File: config.mk
export PLATFORM = sky130hd
export DESIGN_NAME = pvc_opsel
export DESIGN_NICKNAME = d
export VERILOG_FILES = /design/src/design/assert_macros.svh /design/src/design/pvc_pkg.sv /design/src/design/pvc_top_note.sv
export SDC_FILE = /design/constraint.sdc
export NUM_CORES = 1
export LEC_CHECK = 0
export BUFFER_PORTS_ARGS = -buffer_cell sky130_fd_sc_hd__buf_2
export CORE_AREA = 2 2 136 138
export DETAILED_ROUTE_END_ITERATION = 8
export DIE_AREA = 0 0 138 140
export PLACE_DENSITY = 0.43
export SYNTH_ARGS = -nofsm -noshare
export SYNTH_HDL_FRONTEND = slang
export SYNTH_SLANG_ARGS = --single-unit
File: constraint.sdc
create_clock -name vclk -period 2.75
set_clock_uncertainty 0.15 [all_clocks]
set_input_delay 0.275 -clock vclk [all_inputs]
set_output_delay 0.275 -clock vclk [all_outputs]
set_load 0.005 [all_outputs]
File: src/design/assert_macros.svh
// Assertion macros shared by the RTL of the controller.
// Depends on nothing; include by bare file name where assertions are written.
`ifndef ASSERT_MACROS_SVH
`define ASSERT_MACROS_SVH
`ifndef SYNTHESIS
// Antecedent true implies consequent in the same cycle.
`define ASSERT_IMPLIES(label, clk, rst, ante, cons) \
  label: assert property (@(posedge clk) disable iff (rst) (ante) |-> (cons)) \
    else $error("implication check failed");
// Antecedent true implies consequent in the next cycle.
`define ASSERT_NEXT(label, clk, rst, ante, cons) \
  label: assert property (@(posedge clk) disable iff (rst) (ante) |=> (cons)) \
    else $error("next-cycle check failed");
`else
`define ASSERT_IMPLIES(label, clk, rst, ante, cons)
`define ASSERT_NEXT(label, clk, rst, ante, cons)
`endif
`endif

File: src/design/pvc_pkg.sv
// Package of the position/velocity controller: widths, register codes,
// config struct and the 32-bit saturation helper. Depends on nothing.
package pvc_pkg;

  localparam int IDX_W    = 3;
  localparam int REG_W    = 31;
  localparam int DATA_W   = 32;
  localparam int MUL_A_W  = 33;
  localparam int MUL_B_W  = 32;
  localparam int PROD_W   = MUL_A_W + MUL_B_W;
  localparam int ACC_W    = 52;

  localparam logic [IDX_W-1:0] REG_GAIN_P        = 3'd0;
  localparam logic [IDX_W-1:0] REG_GAIN_I        = 3'd1;
  localparam logic [IDX_W-1:0] REG_GAIN_D        = 3'd2;
  localparam logic [IDX_W-1:0] REG_SAMPLE_PERIOD = 3'd3;
  localparam logic [IDX_W-1:0] REG_DRIVE_LIMIT   = 3'd4;
  localparam logic [IDX_W-1:0] REG_ANGULAR_MODE  = 3'd5;
  localparam logic [IDX_W-1:0] REG_CLAMP_ENABLE  = 3'd6;

  localparam logic [REG_W-1:0] SAMPLE_PERIOD_RST = 31'd655;
  localparam logic [REG_W-1:0] DRIVE_LIMIT_RST   = 31'h7fff_ffff;

  // pi and 2*pi in Q16.16, sized to the wrap datapath
  localparam logic signed [33:0] Q_PI     = 34'sd205887;
  localparam logic signed [33:0] Q_TWO_PI = 34'sd411775;

  // Operand pairs of the shared multiplier, one per sequencer step.
  typedef enum logic [1:0] {
    OP_TRAP, OP_GAIN_P, OP_GAIN_I, OP_GAIN_D
  } mul_op_t;

  typedef struct packed {
    logic [REG_W-1:0] gain_p;
    logic [REG_W-1:0] gain_i;
    logic [REG_W-1:0] gain_d;
    logic [REG_W-1:0] sample_period;
    logic [REG_W-1:0] drive_limit;
    logic             angular_mode;
    logic             clamp_enable;
  } cfg_t;

  // True when a wide value fits in 32 bits signed.
  function automatic logic fits32(input logic signed [ACC_W-1:0] v);
    logic [ACC_W-32:0] upper;
    upper = v[ACC_W-1:31];
    return (&upper) || (~|upper);
  endfunction

  function automatic logic signed [31:0] sat32(input logic signed [ACC_W-1:0] v);
    logic signed [31:0] r;
    if (fits32(v)) begin
      r = v[31:0];
    end else if (v[ACC_W-1]) begin
      r = 32'sh8000_0000;
    end else begin
      r = 32'sh7fff_ffff;
    end
    return r;
  endfunction

endpackage

File: src/design/pvc_top_note.sv
// Operand select of the shared multiplier: picks and sign-extends the operand pair.
// Depends on pvc_pkg.
module pvc_opsel (
  input  pvc_pkg::mul_op_t                   sel,
  input  logic signed [32:0]                 err_sum,
  input  logic signed [31:0]                 pos_error,
  input  logic signed [31:0]                 integral,
  input  logic signed [31:0]                 vel_error,
  input  pvc_pkg::cfg_t                      cfg,
  output logic signed [pvc_pkg::MUL_A_W-1:0] a,
  output logic signed [pvc_pkg::MUL_B_W-1:0] b
);
  import pvc_pkg::*;

  // Pair the error sum with the sample period, or an error with its gain.
  always_comb begin
    unique case (sel)
      OP_TRAP: begin
        a = err_sum;
        b = {1'b0, cfg.sample_period};
      end
      OP_GAIN_P: begin
        a = {pos_error[31], pos_error};
        b = {1'b0, cfg.gain_p};
      end
      OP_GAIN_I: begin
        a = {integral[31], integral};
        b = {1'b0, cfg.gain_i};
      end
      OP_GAIN_D: begin
        a = {vel_error[31], vel_error};
        b = {1'b0, cfg.gain_d};
      end
    endcase
  end
endmodule

==> results.yml <==
timing:
  fin_hold_ws_ns: 0.7697
  setup_viol: 0
  period_minus_slack_ns: 2.039
  clock.fmax_mhz: 490.4
  rsz0062_at_grt: "false"
  tns_ns: 0
  timing.final.crit_share_pct: 74.15
  finalHoldViolCount: 0
  drv_slew: 0
  worst_slack_ns: 0.7109
yosys:
  yosysWarnings: 0
  syn_area_sq_um: 1634
  synth_nets: 368
  seq_area_frac_synth_pct: 0
  synthMostInstantiatedCell: "mux4_2"
  synthTopCellsByArea: "mux4_2, buf_12, mux4_1, buf_2, buf_6"
  yosysTopAreaCellShare_pct: 82.70
  synth_cells: 80
  avgSynthCellArea_sq_um: 20.43
  yosysTopAreaCell: "mux4_2"
  netlist_top_cells_count: "mux4_2, buf_12, buf_2"
  synth_cell_types: 8
floorplan:
  ios: 353
  core_area_sq_um: 17780
  row_count: 49
  die-width_um: 138
  die_area_sq_um: 19320
  die_h_um: 140
  start_util_pct: 9.191
min_path:
  hold_class: "input port to output pin"
  holdPathEnd: "a[26]"
  min-delay-start: "vel_error[26]"
  hold_depth: 3
worst_setup_path:
  crit_path_end_kind: "output pin"
  max_stage_delay_ns: 0.54
  cp_cell_sequence: "buf_4, buf_4, mux4_2, buf_2"
  cp_slowest_cell: "mux4_2"
  crit_fanout: 22
  start_kind: "input port"
  crit_arrival_ns: 1.61
  cp_common_cell: "buf_4"
  crit_required_ns: 2.33
  worstSetupPathType: "input port to output pin"
final_layout:
  fin_nets: 680
  drive_gt1_share_pct: 98.72
  fin_cells: 619
  clkbuf_count: 0
  final.fill_count: 1995
  multi_input_area_sq_um: 1460
  num_antenna_cells: 0
  seqCellArea_sq_um: 0
  seq_cell_count: 0
  area_growth_syn_to_layout_pct: 109.0
place:
  gp_congestion: 0.8841
  placed_cells: 619
  dp_hpwl_um: 8449
  pre_cts_ws_ns: 0.6362
  numPortBuffers: 319
route:
  vias: 2379
  initialDrtViolationCount: 84
  drc_errors: 0
  routed_wl_um: 9236
  wl_per_cell_um: 14.92
  viasPerCell: 3.843
  ant_nets: 0
  firstDrtPassIters: 4
global_routing:
  grt_pass1_vias: 2644
  track_usage_pct: 8.794
  grt-ovfl-total: 0
  grt_pass1_wl_um: 13950
  antenna_found_initial: 0
  grt_max_degree: 65
pwr:
  p_sw_share_pct: 34.84
  seq_power_share_pct: 0
  pwr-share-comb_pct: 100.0
  p_int_uw: 341.6
  ir_drop_mv: 0.07735
  p_per_area_nw_per_um2: 153.5
  clkPwrFrac_pct: 0
  p_total_uw: 524.3
  switchingPower_uw: 182.7
  cellLeakagePower_nw: 1.721
clock_network:
  holdBufCountCts: 0
  cts_resized: 0
  post_cts_buffers: 0
outcome:
  run_status: "finished, final reports clean"
flow_run:
  maxCapViolations: 0
==> kinds of logic (layout without fill, tap and decap cells) <==
| logic type | after synthesis | after routing | share of synthesized area, % |
|---|---|---|---|
| other | 1 | 1 | 0.2295 |
| muxes | 64 | 64 | 89.13 |
| buffers and inverters | 15 | 325 | 10.64 |
==> stage by stage <==
stage               util, %  instance area [sq um]
global route          19.21                   3416
finish                19.21                   3416
detailed placement    19.21                   3416
floorplan                 -                   1634
CTS                   19.21                   3416
global placement      19.21                   3416
==> final cells by class <==
class	count	area share (%)
multi-input combinational	65	42.75
tap	229	8.388
timing repair buffer	325	48.86
==> layer usage <==
layer / share of wire, % / wire length, um / vias up / track usage, %
met1: 36 / 3303 / 1138 / 10.35
met4: 1.1 / 106 / 0 / 0.9667
li1: - / - / 1040 / -
met3: 9.6 / 888 / 6 / 1.675
met2: 53 / 4937 / 195 / 17.01
met5: 0 / 0 / - / 0
==> worst max-delay path by stage <==
stage,to,startpoint,slack [ns]
5_1_grt,b[9],sel[0],0.58
3_5_place_dp,a[13],sel[0],0.64
4_1_cts,a[13],sel[0],0.63
6_report,a[19],sel[0],0.71
3_3_place_gp,b[10],sel[0],0.65
2_1_floorplan,a[0],sel[0],1.22
==> critical path: cells and delay by family <==
| kind | cells | cell delay, ns |
|---|---|---|
| muxes | 1 | 0.54 |
| buffers and inverters | 3 | 0.77 |
==> power groups by stage <==
stage,sequential (mW),combinational [mW],clock (mW)
floorplan,0,0.245,0
global placement,0,0.525,0
detailed placement,0,0.533,0
CTS,0,0.535,0
global route,0,0.571,0
finish,0,0.524,0
==> cell usage in the layout, fill, tap and decap left out <==
| cell type | count |
|---|---|
| buf_12 | 2 |
| buf_2 | 318 |
| buf_4 | 5 |
| conb_1 | 1 |
| mux4_1 | 4 |
| mux4_2 | 60 |
Power figures use the tool's default switching activity.
