## src/design/assert_macros.svh

```systemverilog
// Assertion macros shared by the RTL of the controller.
// Depends on nothing; include by bare file name where assertions are written.
`ifndef ASSERT_MACROS_SVH
`define ASSERT_MACROS_SVH
`ifndef SYNTHESIS
// Antecedent true implies consequent in the same cycle.
`define ASSERT_IMPLIES(label, clk, rst, ante, cons) \
  label: assert property (@(posedge clk) disable iff (rst) (ante) |-> (cons)) \
    else $error("implication check failed");
// Antecedent true implies consequent in the next cycle.
`define ASSERT_NEXT(label, clk, rst, ante, cons) \
  label: assert property (@(posedge clk) disable iff (rst) (ante) |=> (cons)) \
    else $error("next-cycle check failed");
`else
`define ASSERT_IMPLIES(label, clk, rst, ante, cons)
`define ASSERT_NEXT(label, clk, rst, ante, cons)
`endif
`endif

```

## src/design/pvc_pkg.sv

```systemverilog
// Package of the position/velocity controller: widths, register codes,
// config struct and the 32-bit saturation helper. Depends on nothing.
package pvc_pkg;

  localparam int IDX_W    = 3;
  localparam int REG_W    = 31;
  localparam int DATA_W   = 32;
  localparam int MUL_A_W  = 33;
  localparam int MUL_B_W  = 32;
  localparam int PROD_W   = MUL_A_W + MUL_B_W;
  localparam int ACC_W    = 52;

  localparam logic [IDX_W-1:0] REG_GAIN_P        = 3'd0;
  localparam logic [IDX_W-1:0] REG_GAIN_I        = 3'd1;
  localparam logic [IDX_W-1:0] REG_GAIN_D        = 3'd2;
  localparam logic [IDX_W-1:0] REG_SAMPLE_PERIOD = 3'd3;
  localparam logic [IDX_W-1:0] REG_DRIVE_LIMIT   = 3'd4;
  localparam logic [IDX_W-1:0] REG_ANGULAR_MODE  = 3'd5;
  localparam logic [IDX_W-1:0] REG_CLAMP_ENABLE  = 3'd6;

  localparam logic [REG_W-1:0] SAMPLE_PERIOD_RST = 31'd655;
  localparam logic [REG_W-1:0] DRIVE_LIMIT_RST   = 31'h7fff_ffff;

  // pi and 2*pi in Q16.16, sized to the wrap datapath
  localparam logic signed [33:0] Q_PI     = 34'sd205887;
  localparam logic signed [33:0] Q_TWO_PI = 34'sd411775;

  // Operand pairs of the shared multiplier, one per sequencer step.
  typedef enum logic [1:0] {
    OP_TRAP, OP_GAIN_P, OP_GAIN_I, OP_GAIN_D
  } mul_op_t;

  typedef struct packed {
    logic [REG_W-1:0] gain_p;
    logic [REG_W-1:0] gain_i;
    logic [REG_W-1:0] gain_d;
    logic [REG_W-1:0] sample_period;
    logic [REG_W-1:0] drive_limit;
    logic             angular_mode;
    logic             clamp_enable;
  } cfg_t;

  // True when a wide value fits in 32 bits signed.
  function automatic logic fits32(input logic signed [ACC_W-1:0] v);
    logic [ACC_W-32:0] upper;
    upper = v[ACC_W-1:31];
    return (&upper) || (~|upper);
  endfunction

  function automatic logic signed [31:0] sat32(input logic signed [ACC_W-1:0] v);
    logic signed [31:0] r;
    if (fits32(v)) begin
      r = v[31:0];
    end else if (v[ACC_W-1]) begin
      r = 32'sh8000_0000;
    end else begin
      r = 32'sh7fff_ffff;
    end
    return r;
  endfunction

endpackage

```

## src/design/pvc_mul.sv

```systemverilog
// Shared signed multiplier with a registered product.
// Depends on pvc_pkg.
module pvc_mul (
  input  logic                               clk,
  input  logic signed [pvc_pkg::MUL_A_W-1:0] a,
  input  logic signed [pvc_pkg::MUL_B_W-1:0] b,
  output logic signed [pvc_pkg::PROD_W-1:0]  p
);
  import pvc_pkg::*;

  always_ff @(posedge clk) begin
    p <= PROD_W'(a) * PROD_W'(b);
  end
endmodule

```

## config.mk

```make
export PLATFORM = sky130hd
export DESIGN_NAME = pvc_mul
export DESIGN_NICKNAME = d
export VERILOG_FILES = /design/src/design/assert_macros.svh /design/src/design/pvc_pkg.sv /design/src/design/pvc_mul.sv
export SDC_FILE = /design/constraint.sdc
export NUM_CORES = 2
export LEC_CHECK = 0
export BUFFER_PORTS_ARGS = -buffer_cell sky130_fd_sc_hd__buf_2
export CAP_MARGIN = 25
export CORE_UTILIZATION = 39
export CTS_CLUSTER_SIZE = 12
export DETAILED_ROUTE_END_ITERATION = 6
export GPL_ROUTABILITY_DRIVEN = 0
export GPL_TIMING_DRIVEN = 0
export PLACE_DENSITY = 0.51
export RECOVER_POWER = 25
export SLEW_MARGIN = 10
export SYNTH_ARGS = -nofsm -noshare
export SYNTH_HDL_FRONTEND = slang
export SYNTH_SLANG_ARGS = --single-unit
export TNS_END_PERCENT = 30
```

## constraint.sdc

```tcl
create_clock -name clk -period 20 [get_ports clk]
set_input_delay 1 -clock clk [delete_from_list [all_inputs] [get_ports clk]]
set_output_delay 1 -clock clk [all_outputs]
set_load 0.02 [all_outputs]
```

==> summary.txt <==
Critical path
  • Worst EP arrival: 10.90 ns
  • Critical Path Sink Type: register
  • Element type at the critical path start: input pin
  • Crit path required time: 20.30 ns
  • Crit Path Category: input pin to register
  • Crit path max fanout: 10

Yosys
  • EDFF count, synth: 0
  • Async set-reset flop share out of synthesis: 0
  • Mean post-synth cell area: 9.529 um2
  • Top FF cell, synth: dfxtp_1
  • YS warnings: 0
  • Synth top area cells: fa_1 58%, inv_1 9.7%, and2_1 8.7%
  • Syn Inst Count: 4014
  • Post-synth cell types: 55
  • Mapped Nets: 5378
  • Top-area cell type share of the netlist area: 0.5820
  • Largest area contributor in the netlist: fa_1
  • Flops & latches, synth: 65
  • Sequential area share after synthesis: 0.03402
  • Synth Cell Area: 38250 um2

Floorplan
  • Die area: 99330 um2
  • Row cnt: 114
  • # IOs: 131
  • Die Ht: 315.2 um
  • CORE AREA: 96850 um2
  • Starting Density: 0.3949
  • Die Wd: 315.2 um

Outcome
  • Status: finished with violations
  • Failing checks: design-rule violations

Cells and area
  • Layout Nets: 5528
  • FF+latch area: 1301 um2
  • Commonest non-fill, non-tap cell in the layout: fa_1
  • Synthesis-to-layout area growth: 6.798%
  • Fraction of layout cells with a size suffix above 1: 0.03095
  • Biggest register: p
  • Most frequent cells in the layout: 1111 x fa_1, 989 x inv_1, 536 x nand2_1, 531 x and2_1, 244 x clkbuf_1
  • Largest registers: p (65)
  • Area of the multi-input gates: 32450 um2
  • Max FFs per register: 65
  • Fill count: 9875
  • Count of non-filler cells in the finished layout: 5447

Clock network
  • CTS Buf Count: 9
  • Root Driver: clkbuf_16
  • CTS tree: built
  • Max Buffers Root-to-Sink: 2
  • Clk sinks: 65
  • Post-CTS Setup Bufs: 0
  • Max H-tree Level: 3
  • Clock transition at path regs: 0.07 ns
  • Post-cts resize count: 0
  • Hold-fix buffers, CTS: 0

Drt
  • Via Count: 27.72k
  • Initial DRC Count: 2003
  • Post-route DRC: 10
  • Post-route ant nets: 0
  • Initial DRT Pass Iterations: 7
  • Drt wl/cell: 25.20 um
  • Routed Wire Length: 137.3 mm
  • Vias/cell: 5.089

Placed design
  • HPWL after DPL: 120.4 mm
  • Port Buffers: 130
  • Pre-CTS setup slack: 8.951 ns
  • Cell count after placement: 5427

GRT
  • GRT Residual Overflow: 0
  • Total GRT Usage: 0.2903
  • Largest net degree at the start of global routing: 23
  • Initial antenna violation count: 16
  • First-pass GRT wire length: 203.9 mm
  • Vias in the first global route: 29.60k

Worst hold path
  • Hold WC Path Type: input pin to register

STA
  • Minimum setup slack in the final design: 9.401 ns
  • Hold WS: 0.9900 ns
  • Setup Viol. Count Final: 0
  • Post-route clock period utilization: 0.5300
  • Setup TNS after final layout: 0 ns
  • RSZ-0062 raised after global routing: no
  • Period minus WS final: 10.60 ns
  • Highest clock rate: 94.35 MHz
  • Final max-slew violation count: 0
  • Worst relative slew slack: 0.2398
  • Final-report hold violation count: 0
  • Slew @ Worst Pin: 1.140 ns

Job
  • # Max-Cap Violations: 0
[worst max-delay path: stages]
cell and delay [ns]:
buf_2 0.31, clkbuf_1 0.85, nand2_1 0.18, fa_1 0.52
fa_1 0.56, fa_1 0.45, fa_1 0.54, inv_1 0.05
fa_1 0.49, inv_1 0.05, fa_1 0.53, inv_1 0.05
fa_1 0.51, fa_1 0.47, ha_1 0.37, a21o_1 0.22
a31oi_1 0.24, nor2_1 0.08, a211oi_1 0.68, a21oi_1 0.31
o2111ai_1 0.80, nand2_1 0.25, a2111oi_0 0.91, o41ai_1 0.25
xor2_1 0.18
[kinds of logic (layout without fill, tap and decap cells)]
| family | Yosys count | count (layout) | synth area share |
|---|---|---|---|
| XOR/XNOR | 74 | 74 | 0.01694 |
| AND/OR/NAND/NOR | 1175 | 1175 | 0.1537 |
| AO/OA/AOI/OAI | 202 | 202 | 0.03468 |
| adder cells (fa/ha/maj) | 1298 | 1298 | 0.6429 |
| other | 0 | 3 | 0 |
| buffers and inverters | 1200 | 1354 | 0.1178 |
| flip-flops | 65 | 65 | 0.03402 |
[metal layers]
| layer | vias to the layer above | track usage | wire (um) |
|---|---|---|---|
| li1 | 11720 | - | - |
| met1 | 14730 | 0.3862 | 55400 |
| met2 | 1042 | 0.4696 | 65190 |
| met3 | 221 | 0.04388 | 9989 |
| met4 | 16 | 0.1278 | 6604 |
| met5 | - | 0 | 102 |
[through the flow]
| step | util | cell area, um2 |
|---|---|---|
| global route | 0.4217 | 40840 |
| detailed placement | 0.4190 | 40580 |
| floorplan | - | 38250 |
| global placement | 0.4181 | 40500 |
| finish | 0.4218 | 40850 |
| CTS | 0.4219 | 40860 |
[Yosys cell counts, types with 3 or more instances]
master     number
a2111oi_0       3
a211oi_1        4
a21o_1         30
a21oi_1        70
a31oi_1         8
and2_1        531
and3_1          8
clkbuf_1      210
dfxtp_1        65
fa_1         1112
ha_1          186
inv_1         989
nand2_1       536
nand2b_1       11
nand3_1        12
nand4_1        12
nor2_1         47
nor2b_1         6
nor3_1          5
o211ai_1        4
o21a_1          6
o21ai_0        25
o21ai_1         6
o21bai_1       12
o31ai_1         6
xnor2_1        47
xor2_1         27
[layout make-up]
type	count	share of cell area
sequential	65	0.03185
buffer	211	0.01939
clock inverter	4	0.001103
multi-input combinational	2749	0.7945
antenna	3	0.0001838
clock buffer	11	0.005697
tap	1276	0.03908
inverter	989	0.09088
timing repair buffer	139	0.01734
[path summary, 6_finish.rpt]
kind | slack, ns | startpoint | endpoint | depth (start not counted)
max | 9.40 | b[2] | p[61] | 25
min | 0.99 | b[0] | p[0] | 2
Power is not shown: default switching activity piles up to over one toggle a cycle in this logic, so the estimate is an artifact.
