`src/design/assert_macros.svh`:
```
// Assertion macros shared by the RTL of the controller.
// Depends on nothing; include by bare file name where assertions are written.
`ifndef ASSERT_MACROS_SVH
`define ASSERT_MACROS_SVH
`ifndef SYNTHESIS
// Antecedent true implies consequent in the same cycle.
`define ASSERT_IMPLIES(label, clk, rst, ante, cons) \
  label: assert property (@(posedge clk) disable iff (rst) (ante) |-> (cons)) \
    else $error("implication check failed");
// Antecedent true implies consequent in the next cycle.
`define ASSERT_NEXT(label, clk, rst, ante, cons) \
  label: assert property (@(posedge clk) disable iff (rst) (ante) |=> (cons)) \
    else $error("next-cycle check failed");
`else
`define ASSERT_IMPLIES(label, clk, rst, ante, cons)
`define ASSERT_NEXT(label, clk, rst, ante, cons)
`endif
`endif

```
`src/design/pvc_pkg.sv`:
```
// Package of the position/velocity controller: widths, register codes,
// config struct and the 32-bit saturation helper. Depends on nothing.
package pvc_pkg;

  localparam int IDX_W    = 3;
  localparam int REG_W    = 31;
  localparam int DATA_W   = 32;
  localparam int MUL_A_W  = 33;
  localparam int MUL_B_W  = 32;
  localparam int PROD_W   = MUL_A_W + MUL_B_W;
  localparam int ACC_W    = 52;

  localparam logic [IDX_W-1:0] REG_GAIN_P        = 3'd0;
  localparam logic [IDX_W-1:0] REG_GAIN_I        = 3'd1;
  localparam logic [IDX_W-1:0] REG_GAIN_D        = 3'd2;
  localparam logic [IDX_W-1:0] REG_SAMPLE_PERIOD = 3'd3;
  localparam logic [IDX_W-1:0] REG_DRIVE_LIMIT   = 3'd4;
  localparam logic [IDX_W-1:0] REG_ANGULAR_MODE  = 3'd5;
  localparam logic [IDX_W-1:0] REG_CLAMP_ENABLE  = 3'd6;

  localparam logic [REG_W-1:0] SAMPLE_PERIOD_RST = 31'd655;
  localparam logic [REG_W-1:0] DRIVE_LIMIT_RST   = 31'h7fff_ffff;

  // pi and 2*pi in Q16.16, sized to the wrap datapath
  localparam logic signed [33:0] Q_PI     = 34'sd205887;
  localparam logic signed [33:0] Q_TWO_PI = 34'sd411775;

  // Operand pairs of the shared multiplier, one per sequencer step.
  typedef enum logic [1:0] {
    OP_TRAP, OP_GAIN_P, OP_GAIN_I, OP_GAIN_D
  } mul_op_t;

  typedef struct packed {
    logic [REG_W-1:0] gain_p;
    logic [REG_W-1:0] gain_i;
    logic [REG_W-1:0] gain_d;
    logic [REG_W-1:0] sample_period;
    logic [REG_W-1:0] drive_limit;
    logic             angular_mode;
    logic             clamp_enable;
  } cfg_t;

  // True when a wide value fits in 32 bits signed.
  function automatic logic fits32(input logic signed [ACC_W-1:0] v);
    logic [ACC_W-32:0] upper;
    upper = v[ACC_W-1:31];
    return (&upper) || (~|upper);
  endfunction

  function automatic logic signed [31:0] sat32(input logic signed [ACC_W-1:0] v);
    logic signed [31:0] r;
    if (fits32(v)) begin
      r = v[31:0];
    end else if (v[ACC_W-1]) begin
      r = 32'sh8000_0000;
    end else begin
      r = 32'sh7fff_ffff;
    end
    return r;
  endfunction

endpackage

```
`src/design/pvc_cfg.sv`:
```
// Configuration register file of the controller: decode writes by index.
// Depends on pvc_pkg.
module pvc_cfg (
  input  logic                        clk,
  input  logic                        rst,
  input  logic                        cfg_we,
  input  logic [pvc_pkg::IDX_W-1:0]   cfg_index,
  input  logic [pvc_pkg::REG_W-1:0]   cfg_data,
  output pvc_pkg::cfg_t               cfg
);
  import pvc_pkg::*;

  always_ff @(posedge clk) begin
    if (rst) begin
      cfg.gain_p        <= '0;
      cfg.gain_i        <= '0;
      cfg.gain_d        <= '0;
      cfg.sample_period <= SAMPLE_PERIOD_RST;
      cfg.drive_limit   <= DRIVE_LIMIT_RST;
      cfg.angular_mode  <= 1'b0;
      cfg.clamp_enable  <= 1'b1;
    end else if (cfg_we) begin
      unique case (cfg_index)
        REG_GAIN_P:        cfg.gain_p        <= cfg_data;
        REG_GAIN_I:        cfg.gain_i        <= cfg_data;
        REG_GAIN_D:        cfg.gain_d        <= cfg_data;
        REG_SAMPLE_PERIOD: cfg.sample_period <= cfg_data;
        REG_DRIVE_LIMIT:   cfg.drive_limit   <= cfg_data;
        REG_ANGULAR_MODE:  cfg.angular_mode  <= cfg_data[0];
        REG_CLAMP_ENABLE:  cfg.clamp_enable  <= cfg_data[0];
        default: ;  // drop writes past the register list
      endcase
    end
  end
endmodule

```
`config.mk`:
```
export PLATFORM = sky130hd
export DESIGN_NAME = pvc_cfg
export DESIGN_NICKNAME = d
export VERILOG_FILES = /design/src/design/assert_macros.svh /design/src/design/pvc_pkg.sv /design/src/design/pvc_cfg.sv
export SDC_FILE = /design/constraint.sdc
export NUM_CORES = 1
export LEC_CHECK = 0
export CORE_MARGIN = 3
export CORE_UTILIZATION = 44
export CTS_CLUSTER_DIAMETER = 150
export DETAILED_ROUTE_END_ITERATION = 10
export DONT_BUFFER_PORTS = 1
export GPL_ROUTABILITY_DRIVEN = 1
export SYNTH_ARGS = -nofsm -noshare
export SYNTH_HDL_FRONTEND = slang
export SYNTH_SLANG_ARGS = --single-unit
```
`constraint.sdc`:
```
create_clock -name clk -period 2.7 [get_ports clk]
set_input_delay 0.405 -clock clk [delete_from_list [all_inputs] [get_ports clk]]
set_output_delay 0.405 -clock clk [all_outputs]
set_load 0.02 [all_outputs]
```
==> reports/summary.txt <==
Outcome = finished, final reports clean
Pwr/cell area = 735 nW/um2
CP startpoint kind = primary input
Die Y = 125 um
CP bufs+invs = 0
Post-DR vias/cell = 5.21
Aggregate global routing overflow = 0
Switching part of the total = 21.0%
GRT busiest layer = met2
Area Growth Syn to Fin = 11.1%
Worst path slowest cell = or4b_1
First-pass GRT wire length = 22400 um
Setup TNS Final = 0 ps
Clk root buf = clkbuf_16
Setup-failing EPs final = 0
F_max = 756 MHz
Clock power frac = 47.6%
Part of the cycle the worst path needs = 49.0%
# IOs = 194
M3 GR Usage = 8.70%
Worst skew pair latency = 410 ps
PnR worst setup slack = 1380 ps
CP arrival = 1580 ps
Synth unique cells = 14
Largest regs = cfg x157
DRC Markers = 0
Gate power share = 3.8%
Lkg Pwr = 2.99 nW
DP Worst Slack = 955 ps
Max Buffers Root-to-Sink = 2
Final Hold Fails = 0
Die Area = 15600 um2
Met1 usage = 20.7%
HPWL after DPL = 9500 um
CTS Hold Buffers Added = 0
Placed Area = 6320 um2
RR Endpoint = cfg[83]$_SDFFE_PP0P_
Cell Chain, Critical Path = or4b_1 -> mux2i_1
Core Box Area = 13600 um2
Worst hold endpoint = cfg[32]$_SDFFE_PP1P_
Worst hold start = cfg_data[30]
Row count = 42
Gr usage total = 18.2%
CTS resizes = 0
Hold Crit Depth = 2
R2R setup slack = 1910 ps
Biggest register = cfg
Setup bufs post-CTS = 0
Via count = 3931
Net count after synthesis = 625
Max-cap viol count = 0
Mean Syn Cell Area = 10.6 um2
Vias in the first global route = 3917
CTS tree = yes
Routability cong. = 0.749
DR iter-0 viols = 197
Cell family with most CP delay = simple AND/OR/NAND/NOR gates
CP startpoint = cfg_index[0]
WP data required = 2960 ps
Die Span X = 125 um
Initial antenna violation count = 0
Crit end category = flop
Net Switching = 0.00107 W
Seq/Total Area, Yosys = 50.4%
Slew Limit Headroom = 42.2%
Final net count = 604
Worst Hold Class = primary input to flop
CTS Sinks = 157
Worst Skew = 0 ps
Design area = 6920 um2
H-tree Lvls = 4
Pins Over Slew Limit = 0
I/O Buffers = 0
RR Startpoint = cfg[83]$_SDFFE_PP0P_
Routed WL per cell = 19.1 um
VDD IR max = 0.441 mV
Reg clk slew, reported paths = 60 ps
CTS Buf Count = 17
Worst path max stage delay = 930 ps
Yosys warns = 0
Layout cell share with drive strength beyond 1 = 6.39%
Crit path max fanout = 14
Met2 usage = 29.6%
DRT Pass-1 Iters = 4
Crit Path Class = primary input to flop
Post-Route WL = 14400 um
Post-DRT Antenna Nets = 0
Pin count of the biggest net entering global routing = 220
RSZ-0062 raised after global routing = false
Mapped cell area = 6230 um2
Flop pwr share = 48.6%
Max reg flops = 157
Syn Inst Count = 588
R2R depth = 2
P_int = 0.00402 W
#FFs+latches synth = 157
Final min period = 1320 ps
Tightest Pin Transition = 867 ps
ANT cells = 0
Initial Utilization = 46.0%
==> metal layers <==
layer,share of wire [%],vias to the layer above
li1,-,1885
met1,40,1882
met2,48,141
met3,10,23
met4,2.1,0
met5,0,-
==> how the worst max path moves through the flow <==
stage	endpoint	slack (ps)	depth (start not counted)
floorplan	cfg[146]$_SDFFE_PP0P_	1130	5
global placement	cfg[154]$_SDFFE_PP0P_	990	2
detailed placement	cfg[155]$_SDFFE_PP0P_	960	2
CTS	cfg[114]	1360	0
global route	cfg[155]$_SDFFE_PP0P_	1340	2
finish	cfg[151]$_SDFFE_PP0P_	1380	2
==> area by class of cell <==
class / instances / area [um2]
fillers: 1236 / 6640
multi-input cells: 385 / 2910
well taps: 176 / 220
repair buffers: 6 / 45.0
clock buffers: 25 / 495
flip-flops and latches: 157 / 3140
clock inverters: 6 / 108
==> logic make-up (layout without fill, tap and decap cells) <==
group,after synthesis,after routing,share of synthesized area [%]
multiplexers,157,157,25.2
buffers and inverters,46,37,3.71
flip-flops,157,157,50.4
AND/OR/NAND/NOR,228,228,20.6
==> layout by cell type, fill, tap and decap left out, types with 3 or more instances in the layout <==
cell type  netlist  routed
clkbuf_16        0      17
nand2b_1       150     150
bufinv_16        0       3
nand4b_1         3       3
dfxtp_1        157     157
mux2i_1        157     157
buf_4            2       6
clkbuf_8         0       4
clkbuf_1        25       4
nor2_1          69      69
==> power by group through the flow <==
stage	Sequential, W	Combinational, W	Clock (W)
floorplan	0.00251	0.000199	0
global placement	0.00252	0.000189	0
detailed placement	0.00252	0.000195	0
CTS	0.00247	0.000195	0.00249
global route	0.00248	0.000210	0.00258
finish	0.00247	0.000191	0.00242
==> cells in the mapped netlist <==
library cell	count	area (um2)
mux2i_1	157	1570
buf_12	1	20.0
buf_4	2	15.0
nor4bb_1	2	20.0
nor4b_1	1	8.76
buf_6	2	22.5
dfxtp_1	157	3140
nand4bb_1	2	22.5
or4b_1	1	10.0
nand4b_1	3	26.3
nor2_1	69	259
nand2b_1	150	938
clkbuf_1	25	93.8
buf_2	16	80.1
==> stage by stage <==
step                      hold WS [ps]  cells  util [%]  power (W)
after floorplan                    546    588         -    0.00271
after global placement             561    724      46.6    0.00271
after detailed placement           562    724      46.6    0.00272
after CTS                          137    755      51.0    0.00516
after global routing               150    755      51.0    0.00527
final                              162    755      51.0    0.00508
Note: power is estimated with default switching activity, not from simulation.
